`src/design/acr_pkg.sv`:
```
`timescale 1ns / 1ps

package acr_pkg;

  localparam int CACHE_ENTRIES = 16;
  localparam int IDX_W         = $clog2(CACHE_ENTRIES);
  localparam int TREE_LVLS     = IDX_W;
  localparam int TREE_W        = 2 ** IDX_W;
  localparam int LVL_W         = $clog2(TREE_LVLS + 1);

  localparam int PROTO_W = 32;
  localparam int HW_W    = 48;
  localparam int AGE_W   = 32;
  localparam int SLOT_W  = 4;

  localparam int QUEUE_DEPTH = 2;

  localparam logic OP_LOOKUP = 1'b0;
  localparam logic OP_LEARN  = 1'b1;

  typedef struct packed {
    logic               opcode;
    logic [PROTO_W-1:0] proto_addr;
    logic [HW_W-1:0]    hw_addr;
  } item_t;

  // Lowest set bit of a per-entry flag vector.
  function automatic logic [IDX_W-1:0] first_set(input logic [CACHE_ENTRIES-1:0] v);
    logic [IDX_W-1:0] r;
    r = '0;
    for (int k = CACHE_ENTRIES - 1; k >= 0; k--) begin
      if (v[k]) r = IDX_W'(k);
    end
    return r;
  endfunction

endpackage

```
`src/design/acr_front.sv`:
```
`timescale 1ns / 1ps

module acr_front import acr_pkg::*; (
  input  logic               clk,
  input  logic               rst_n,
  input  logic               in_valid,
  output logic               in_stall,
  input  logic               in_opcode,
  input  logic [PROTO_W-1:0] in_proto_addr,
  input  logic [HW_W-1:0]    in_hw_addr_in,
  output logic               q_valid,
  output item_t              q_item,
  input  logic               q_pop
);

  localparam int PTR_W = $clog2(QUEUE_DEPTH);
  localparam int CNT_W = $clog2(QUEUE_DEPTH + 1);

  item_t            slot_r [QUEUE_DEPTH];
  logic [PTR_W-1:0] wr_ptr_r, wr_ptr_nxt;
  logic [PTR_W-1:0] rd_ptr_r, rd_ptr_nxt;
  logic [CNT_W-1:0] cnt_r, cnt_nxt;
  logic             push;
  logic             pop;

  assign in_stall = (cnt_r == CNT_W'(QUEUE_DEPTH));
  assign q_valid  = (cnt_r != '0);
  assign q_item   = slot_r[rd_ptr_r];
  assign push     = in_valid && !in_stall;
  assign pop      = q_pop && q_valid;

  always_comb begin
    wr_ptr_nxt = wr_ptr_r;
    rd_ptr_nxt = rd_ptr_r;
    cnt_nxt    = cnt_r;
    if (push) begin
      wr_ptr_nxt = (wr_ptr_r == PTR_W'(QUEUE_DEPTH - 1)) ? '0 : wr_ptr_r + 1'b1;
    end
    if (pop) begin
      rd_ptr_nxt = (rd_ptr_r == PTR_W'(QUEUE_DEPTH - 1)) ? '0 : rd_ptr_r + 1'b1;
    end
    if (push && !pop) cnt_nxt = cnt_r + 1'b1;
    else if (!push && pop) cnt_nxt = cnt_r - 1'b1;
  end

  always_ff @(posedge clk) begin
    if (!rst_n) begin
      wr_ptr_r <= '0;
      rd_ptr_r <= '0;
      cnt_r    <= '0;
    end else begin
      wr_ptr_r <= wr_ptr_nxt;
      rd_ptr_r <= rd_ptr_nxt;
      cnt_r    <= cnt_nxt;
    end
  end

  always_ff @(posedge clk) begin
    if (push) begin
      slot_r[wr_ptr_r] <= '{opcode: in_opcode, proto_addr: in_proto_addr,
                            hw_addr: in_hw_addr_in};
    end
  end

endmodule

```
`src/design/acr_engine.sv`:
```
`timescale 1ns / 1ps

module acr_engine import acr_pkg::*; (
  input  logic              clk,
  input  logic              rst_n,
  input  logic              q_valid,
  input  item_t             q_item,
  output logic              q_pop,
  output logic              out_valid,
  input  logic              out_stall,
  output logic              out_hit,
  output logic [HW_W-1:0]   out_hw_addr_out,
  output logic [SLOT_W-1:0] out_slot_used
);

  localparam logic [2:0] ST_IDLE  = 3'd0;
  localparam logic [2:0] ST_MATCH = 3'd1;
  localparam logic [2:0] ST_FIND  = 3'd2;
  localparam logic [2:0] ST_MIN   = 3'd3;
  localparam logic [2:0] ST_EVICT = 3'd4;

  logic [2:0]               state_r, state_nxt;
  item_t                    cur_r;
  logic [CACHE_ENTRIES-1:0] valid_r;
  logic [PROTO_W-1:0]       proto_r [CACHE_ENTRIES];
  logic [HW_W-1:0]          hw_r    [CACHE_ENTRIES];
  logic [AGE_W-1:0]         age_r   [CACHE_ENTRIES];
  logic [AGE_W-1:0]         stamp_r, stamp_nxt;

  logic [CACHE_ENTRIES-1:0] match_r;
  logic [CACHE_ENTRIES-1:0] free_r;
  logic [AGE_W-1:0]         tage_r [TREE_W];
  logic [IDX_W-1:0]         tidx_r [TREE_W];
  logic [AGE_W-1:0]         tage_nxt [TREE_W];
  logic [IDX_W-1:0]         tidx_nxt [TREE_W];
  logic [LVL_W-1:0]         lvl_r, lvl_nxt;

  logic                     out_valid_r, out_valid_nxt;
  logic                     out_hit_r;
  logic [HW_W-1:0]          out_hw_r;
  logic [SLOT_W-1:0]        out_slot_r;

  logic                     found;
  logic                     any_free;
  logic [IDX_W-1:0]         match_slot;
  logic [IDX_W-1:0]         free_slot;
  logic                     wr_age;
  logic                     wr_data;
  logic [IDX_W-1:0]         wr_slot;
  logic                     res_set;
  logic                     res_hit;
  logic [HW_W-1:0]          res_hw;

  assign found      = |match_r;
  assign any_free   = |free_r;
  assign match_slot = first_set(match_r);
  assign free_slot  = first_set(free_r);
  assign stamp_nxt  = stamp_r + 1'b1;

  assign out_valid       = out_valid_r;
  assign out_hit         = out_hit_r;
  assign out_hw_addr_out = out_hw_r;
  assign out_slot_used   = out_slot_r;

  always_comb begin
    state_nxt = state_r;
    lvl_nxt   = lvl_r;
    q_pop     = 1'b0;
    wr_age    = 1'b0;
    wr_data   = 1'b0;
    wr_slot   = match_slot;
    res_set   = 1'b0;
    res_hit   = 1'b0;
    res_hw    = '0;
    case (state_r)
      ST_IDLE: begin
        if (q_valid && !out_valid_r) begin
          q_pop     = 1'b1;
          state_nxt = ST_MATCH;
        end
      end
      ST_MATCH: begin
        state_nxt = ST_FIND;
      end
      ST_FIND: begin
        if (cur_r.opcode == OP_LOOKUP) begin
          res_set   = 1'b1;
          state_nxt = ST_IDLE;
          if (found) begin
            wr_age  = 1'b1;
            res_hit = 1'b1;
            res_hw  = hw_r[match_slot];
          end
        end else if (found) begin
          wr_age    = 1'b1;
          wr_data   = 1'b1;
          res_set   = 1'b1;
          res_hit   = 1'b1;
          state_nxt = ST_IDLE;
        end else if (any_free) begin
          wr_age    = 1'b1;
          wr_data   = 1'b1;
          wr_slot   = free_slot;
          res_set   = 1'b1;
          state_nxt = ST_IDLE;
        end else begin
          lvl_nxt   = '0;
          state_nxt = ST_MIN;
        end
      end
      ST_MIN: begin
        lvl_nxt = lvl_r + 1'b1;
        if (lvl_r == LVL_W'(TREE_LVLS - 1)) state_nxt = ST_EVICT;
      end
      ST_EVICT: begin
        wr_age    = 1'b1;
        wr_data   = 1'b1;
        wr_slot   = tidx_r[0];
        res_set   = 1'b1;
        state_nxt = ST_IDLE;
      end
      default: begin
        state_nxt = ST_IDLE;
      end
    endcase
  end

  // One tree level per cycle; on equal ages keep the lower index.
  always_comb begin
    for (int j = 0; j < TREE_W; j++) begin
      tage_nxt[j] = tage_r[j];
      tidx_nxt[j] = tidx_r[j];
    end
    for (int j = 0; j < TREE_W / 2; j++) begin
      if (tage_r[2*j+1] < tage_r[2*j]) begin
        tage_nxt[j] = tage_r[2*j+1];
        tidx_nxt[j] = tidx_r[2*j+1];
      end else begin
        tage_nxt[j] = tage_r[2*j];
        tidx_nxt[j] = tidx_r[2*j];
      end
    end
  end

  always_comb begin
    out_valid_nxt = out_valid_r;
    if (res_set) out_valid_nxt = 1'b1;
    else if (out_valid_r && !out_stall) out_valid_nxt = 1'b0;
  end

  always_ff @(posedge clk) begin
    if (!rst_n) begin
      state_r     <= ST_IDLE;
      lvl_r       <= '0;
      stamp_r     <= '0;
      valid_r     <= '0;
      out_valid_r <= 1'b0;
      for (int k = 0; k < CACHE_ENTRIES; k++) age_r[k] <= '0;
    end else begin
      state_r     <= state_nxt;
      lvl_r       <= lvl_nxt;
      out_valid_r <= out_valid_nxt;
      if (wr_age) begin
        stamp_r        <= stamp_nxt;
        age_r[wr_slot] <= stamp_nxt;
      end
      if (wr_data) valid_r[wr_slot] <= 1'b1;
    end
  end

  always_ff @(posedge clk) begin
    if (q_pop) cur_r <= q_item;
    if (wr_data) begin
      proto_r[wr_slot] <= cur_r.proto_addr;
      hw_r[wr_slot]    <= cur_r.hw_addr;
    end
    if (state_r == ST_MATCH) begin
      for (int k = 0; k < CACHE_ENTRIES; k++) begin
        match_r[k] <= valid_r[k] && (proto_r[k] == cur_r.proto_addr);
        free_r[k]  <= !valid_r[k];
      end
      // Pad entries carry the largest age so a real entry always wins.
      for (int k = 0; k < TREE_W; k++) begin
        tage_r[k] <= (k < CACHE_ENTRIES) ? age_r[k % CACHE_ENTRIES] : '1;
        tidx_r[k] <= IDX_W'(k);
      end
    end else if (state_r == ST_MIN) begin
      for (int k = 0; k < TREE_W; k++) begin
        tage_r[k] <= tage_nxt[k];
        tidx_r[k] <= tidx_nxt[k];
      end
    end
    if (res_set) begin
      out_hit_r  <= res_hit;
      out_hw_r   <= res_hw;
      out_slot_r <= (cur_r.opcode == OP_LOOKUP && !found) ? '0 : SLOT_W'(wr_slot);
    end
  end

endmodule

```
`src/design/address_cache_lru.sv`:
```
`timescale 1ns / 1ps

// Fully associative cache from 32-bit protocol addresses to 48-bit hardware
// addresses with least-recently-used replacement over CACHE_ENTRIES slots.
// Each item yields exactly one result, in order. A two-entry input queue
// takes items while the lookup engine works, so in_stall rises only when
// the queue is full. The engine handles one item at a time: a lookup, or a
// learn that hits or finds a free slot, goes from the queue to out_valid
// through compare, resolve and result register; a learn that must evict
// runs the age minimum through a registered tree, one level per cycle,
// before the evicting write and the result register. The next item starts
// once the previous result has been taken. A lookup miss returns zeros and
// leaves the ages untouched.
module address_cache_lru import acr_pkg::*; (
  input  logic               clk,
  input  logic               rst_n,
  input  logic               in_valid,
  output logic               in_stall,
  input  logic               in_opcode,
  input  logic [PROTO_W-1:0] in_proto_addr,
  input  logic [HW_W-1:0]    in_hw_addr_in,
  output logic               out_valid,
  input  logic               out_stall,
  output logic               out_hit,
  output logic [HW_W-1:0]    out_hw_addr_out,
  output logic [SLOT_W-1:0]  out_slot_used
);

  logic  q_valid;
  item_t q_item;
  logic  q_pop;

  acr_front u_front (
    .clk           (clk),
    .rst_n         (rst_n),
    .in_valid      (in_valid),
    .in_stall      (in_stall),
    .in_opcode     (in_opcode),
    .in_proto_addr (in_proto_addr),
    .in_hw_addr_in (in_hw_addr_in),
    .q_valid       (q_valid),
    .q_item        (q_item),
    .q_pop         (q_pop)
  );

  acr_engine u_engine (
    .clk             (clk),
    .rst_n           (rst_n),
    .q_valid         (q_valid),
    .q_item          (q_item),
    .q_pop           (q_pop),
    .out_valid       (out_valid),
    .out_stall       (out_stall),
    .out_hit         (out_hit),
    .out_hw_addr_out (out_hw_addr_out),
    .out_slot_used   (out_slot_used)
  );

endmodule

```
`config.mk`:
```
export PLATFORM = sky130hd
export DESIGN_NAME = address_cache_lru
export DESIGN_NICKNAME = d
export VERILOG_FILES = /design/src/design/acr_pkg.sv /design/src/design/acr_front.sv /design/src/design/acr_engine.sv /design/src/design/address_cache_lru.sv
export SDC_FILE = /design/constraint.sdc
export NUM_CORES = 2
export LEC_CHECK = 0
export BUFFER_PORTS_ARGS = -buffer_cell sky130_fd_sc_hd__clkbuf_2
export CORE_UTILIZATION = 50
export DETAILED_ROUTE_END_ITERATION = 10
export PLACE_DENSITY = 0.69
export SYNTH_ARGS = -nofsm -noshare
export SYNTH_HDL_FRONTEND = slang
export SYNTH_SLANG_ARGS = --single-unit
export TNS_END_PERCENT = 50
```
`constraint.sdc`:
```
create_clock -name clk -period 19.04 [get_ports clk]
set_input_delay 3.808 -clock clk [delete_from_list [all_inputs] [get_ports clk]]
set_output_delay 3.808 -clock clk [all_outputs]
set_load 0.02 [all_outputs]
```
==> results.yml <==
setup_path:
  worst-path-max-fanout: 33
  cp_data_required_time_ps: 19670
  end_kind: "register"
  r2r_slack_ps: 13380
  rr_startpoint: "u_engine.state_r[0]$_SDFFE_PN0P_"
  r2r-end: "u_engine.tage_r[0][87]$_DFFE_PP_"
  ff2ff_path_depth: 10
  critPathKind: "primary input to register"
  crit_arrival_ps: 6700
  startpoint: "rst_n"
  crit_path_start_kind: "primary input"
finish:
  num-fill-cells: 17560
  fin_cells: 11410
  syn_to_final_growth_pct: 11.68
  seqCellArea_um2: 80880
  fin_area_um2: 127100
  num-nets-final: 8545
  multi_input_area_um2: 30450
  drive_gt1_frac: 0.1073
floorplan:
  core-area_um2: 225500
  rows: 174
  pin_count: 140
  die_x_um: 479.1
  start_util: 0.5046
  dieArea_um2: 229500
  dieHeight_um: 479.1
cts:
  post_cts.repair.setup_buffers: 0
  cts_made_buffers: 288
  ctsHoldBuffers: 0
  clk_pin_slew_ps: 60
  htreeDepth: 5
  cts_sinks: 2713
  clock_latency_ps: 950
  cts_tree: "built"
  clk_path_buf_depth: 4
  cts-resized-gates: 0
  root_buffer: "clkbuf_16"
timing:
  finalCriticalPeriod_ps: 6073
  setup_viol: 0
  slew_viol_final: 0
  finClkSkew_ps: 68.01
  hold_viol: 0
  setup_tns_ps: 0
  fmax_mhz: 164.7
  rsz0062_at_grt: "false"
  holdWs_ps: 397.8
  relSlewSlack: 0.08932
  tightestPinTransition_ps: 1363
  period_share: 0.3190
synthesis:
  ys_async_sr_fraction: 0
  ys_ff_latch: 2713
  netlist_top_cells_area: "edfxtp_1 70%, mux2i_1 3.7%, xnor2_1 3.7%, ha_1 2.8%, nor2_1 2.6%"
  synth.largest_area_cell: "edfxtp_1"
  yosysMostFrequentCell: "edfxtp_1"
  synth.distinct_cells: 74
  syn_inst: 8073
  syn_nets: 8410
  synth-edff-count: 2654
  netlist_top_cells_count: "2654 x edfxtp_1, 797 x nor2_1, 796 x nand2_1"
  yosys_warnings: 0
  seq_area_frac_synth: 0.7106
  ys.flop_type: "edfxtp_1"
  synth.avg_cell_area_um2: 14.10
  syn-cell-area_um2: 113800
  synth.top_cell.area_share: 0.7003
power:
  power.total_uw: 16610
  leakagePower_uw: 0.04259
  power_density_nw_per_um2: 130.7
  ir_drop_uv: 149.8
min_path:
  hold_path.class: "register to register"
  hold_start: "u_engine.age_r[15][31]$_SDFFCE_PN0P_"
  hold_depth: 0
  holdPathEnd: "u_engine.tage_r[1][255]$_DFFE_PP_"
drt:
  post_drt_via_cell_ratio: 5.866
  first_pass_iters: 8
  drc: 0
  vias: 66900
  drt_iter0_markers: 7203
  routedWlPerCell_um: 24.66
  drtAntennaViolNets: 0
  routed_wirelength_um: 281300
global_routing:
  grt_overflow: 0
  grtUsageTotal: 0.2427
  grt_pass1_vias: 65400
  antenna_found_initial: 10
  grt_pass1_wl_um: 415900
  grt_max_degree: 192
status:
  status: "complete, no violations"
place:
  place.gp.congestion: 0.8657
  dpl_cell_area_um2: 118300
  port_buffers: 139
  dp_hpwl_um: 161500
  dp.cells: 10910
flow_run:
  cap_violations: 0
power breakdown:
| part | internal, uW | total [uW] | switching (uW) |
|---|---|---|---|
| Sequential | 7620 | 8150 | 523 |
| Combinational | 1020 | 3170 | 2160 |
| Clock | 3090 | 5300 | 2200 |
| Total | 11700 | 16600 | 4880 |
routing by layer:
metal,GRT usage,part of all wire
met1,0.3317,0.41
met2,0.3953,0.48
met3,0.03602,0.076
met4,0.08989,0.034
met5,0,0
kinds of logic (layout without fill, tap and decap cells):
| family | count (synthesis) | after routing | share of synthesized area |
|---|---|---|---|
| AOI/OAI and AO/OA | 861 | 861 | 0.05231 |
| and+or+nand+nor | 2413 | 2413 | 0.09409 |
| muxes | 497 | 497 | 0.04460 |
| xor gates and xnor gates | 567 | 567 | 0.04364 |
| adders and majority gates | 252 | 252 | 0.02770 |
| DFF | 2713 | 2713 | 0.7106 |
| other | 0 | 9 | 0 |
| buffers and inverters | 770 | 1102 | 0.02701 |
state kept, by name, indices dropped and copies added (netlist names):
signal and count:
u_engine.free_r 16, u_engine.stamp_r 32, u_engine.out_hit 1, u_engine.tage_r 512, u_engine.out_hw_addr_out 48, u_engine.out_slot_used 4
u_front.wr_ptr_r 1, u_engine.tidx_r 22, u_engine.match_r 16, u_engine.age_r 512, u_front.slot_r 162, u_engine.hw_r 768
u_front.rd_ptr_r 1, u_front.cnt_r 2, u_engine.state_r 3, u_engine.out_valid 1, u_engine.valid_r 16, u_engine.proto_r 512
u_engine.cur_r 81, u_engine.lvl_r 3
worst max-delay path, cell delays in order:
cell and delay, ps:
clkbuf_2 80, buf_4 240, nand3_1 280, or2_1 930, nand2_1 860, buf_4 450
layout make-up:
| cell class | instances | area share |
|---|---|---|
| inverters | 293 | 0.008771 |
| clock buffers | 368 | 0.06037 |
| diodes | 9 | 0.0001772 |
| well taps | 2992 | 0.02945 |
| flip-flops and latches | 2713 | 0.6363 |
| multi-input cells | 4590 | 0.2396 |
| clock inverters | 119 | 0.008722 |
| repair buffers | 322 | 0.01658 |
worst max path at each step:
| stage | slack (ps) | to | cells past startpoint |
|---|---|---|---|
| after floorplan | 5470 | u_engine.free_r[0]$_DFFE_PP_ | 3 |
| after global placement | 12230 | u_engine.age_r[4][0]$_SDFFCE_PN0P_ | 6 |
| after detailed placement | 12130 | u_engine.age_r[4][3]$_SDFFCE_PN0P_ | 6 |
| after CTS | 13040 | u_engine.age_r[4][2]$_SDFFCE_PN0P_ | 6 |
| after global routing | 12840 | u_engine.age_r[4][1]$_SDFFCE_PN0P_ | 6 |
| final | 12970 | u_engine.age_r[4][0]$_SDFFCE_PN0P_ | 6 |
per-stage QoR:
stage | utilization | setup WS [ps]
2_1_floorplan | - | 5470
3_3_place_gp | 0.5245 | 12230
3_5_place_dp | 0.5245 | 12130
4_1_cts | 0.5634 | 13040
5_1_grt | 0.5635 | 12840
6_report | 0.5635 | 12970
placed cells by master (no fill, tap or decap), types with 12 or more instances in the layout:
| cell type | instances |
|---|---|
| ha_1 | 252 |
| clkinv_1 | 50 |
| inv_1 | 290 |
| clkinv_2 | 28 |
| a211oi_1 | 140 |
| o21a_1 | 25 |
| nand2_1 | 794 |
| a21o_1 | 60 |
| nand2b_1 | 24 |
| mux2i_1 | 416 |
| o31ai_1 | 67 |
| nand3_1 | 241 |
| buf_4 | 180 |
| a21oi_1 | 191 |
| o311ai_0 | 61 |
| clkbuf_1 | 69 |
| o22ai_1 | 31 |
| nor2_4 | 22 |
| xor2_1 | 79 |
| nor4_1 | 85 |
| nor3_1 | 180 |
| and3_1 | 12 |
| o21ai_0 | 121 |
| xnor2_1 | 458 |
| nand4_1 | 204 |
| o221ai_2 | 30 |
| or2_1 | 12 |
| xnor2_2 | 16 |
| edfxtp_1 | 2654 |
| clkbuf_16 | 293 |
| a31oi_1 | 69 |
| mux2_2 | 81 |
| nor2_1 | 774 |
| dfxtp_1 | 57 |
| clkbuf_2 | 139 |
| bufinv_16 | 19 |
Note: power is estimated with default switching activity, not from simulation.
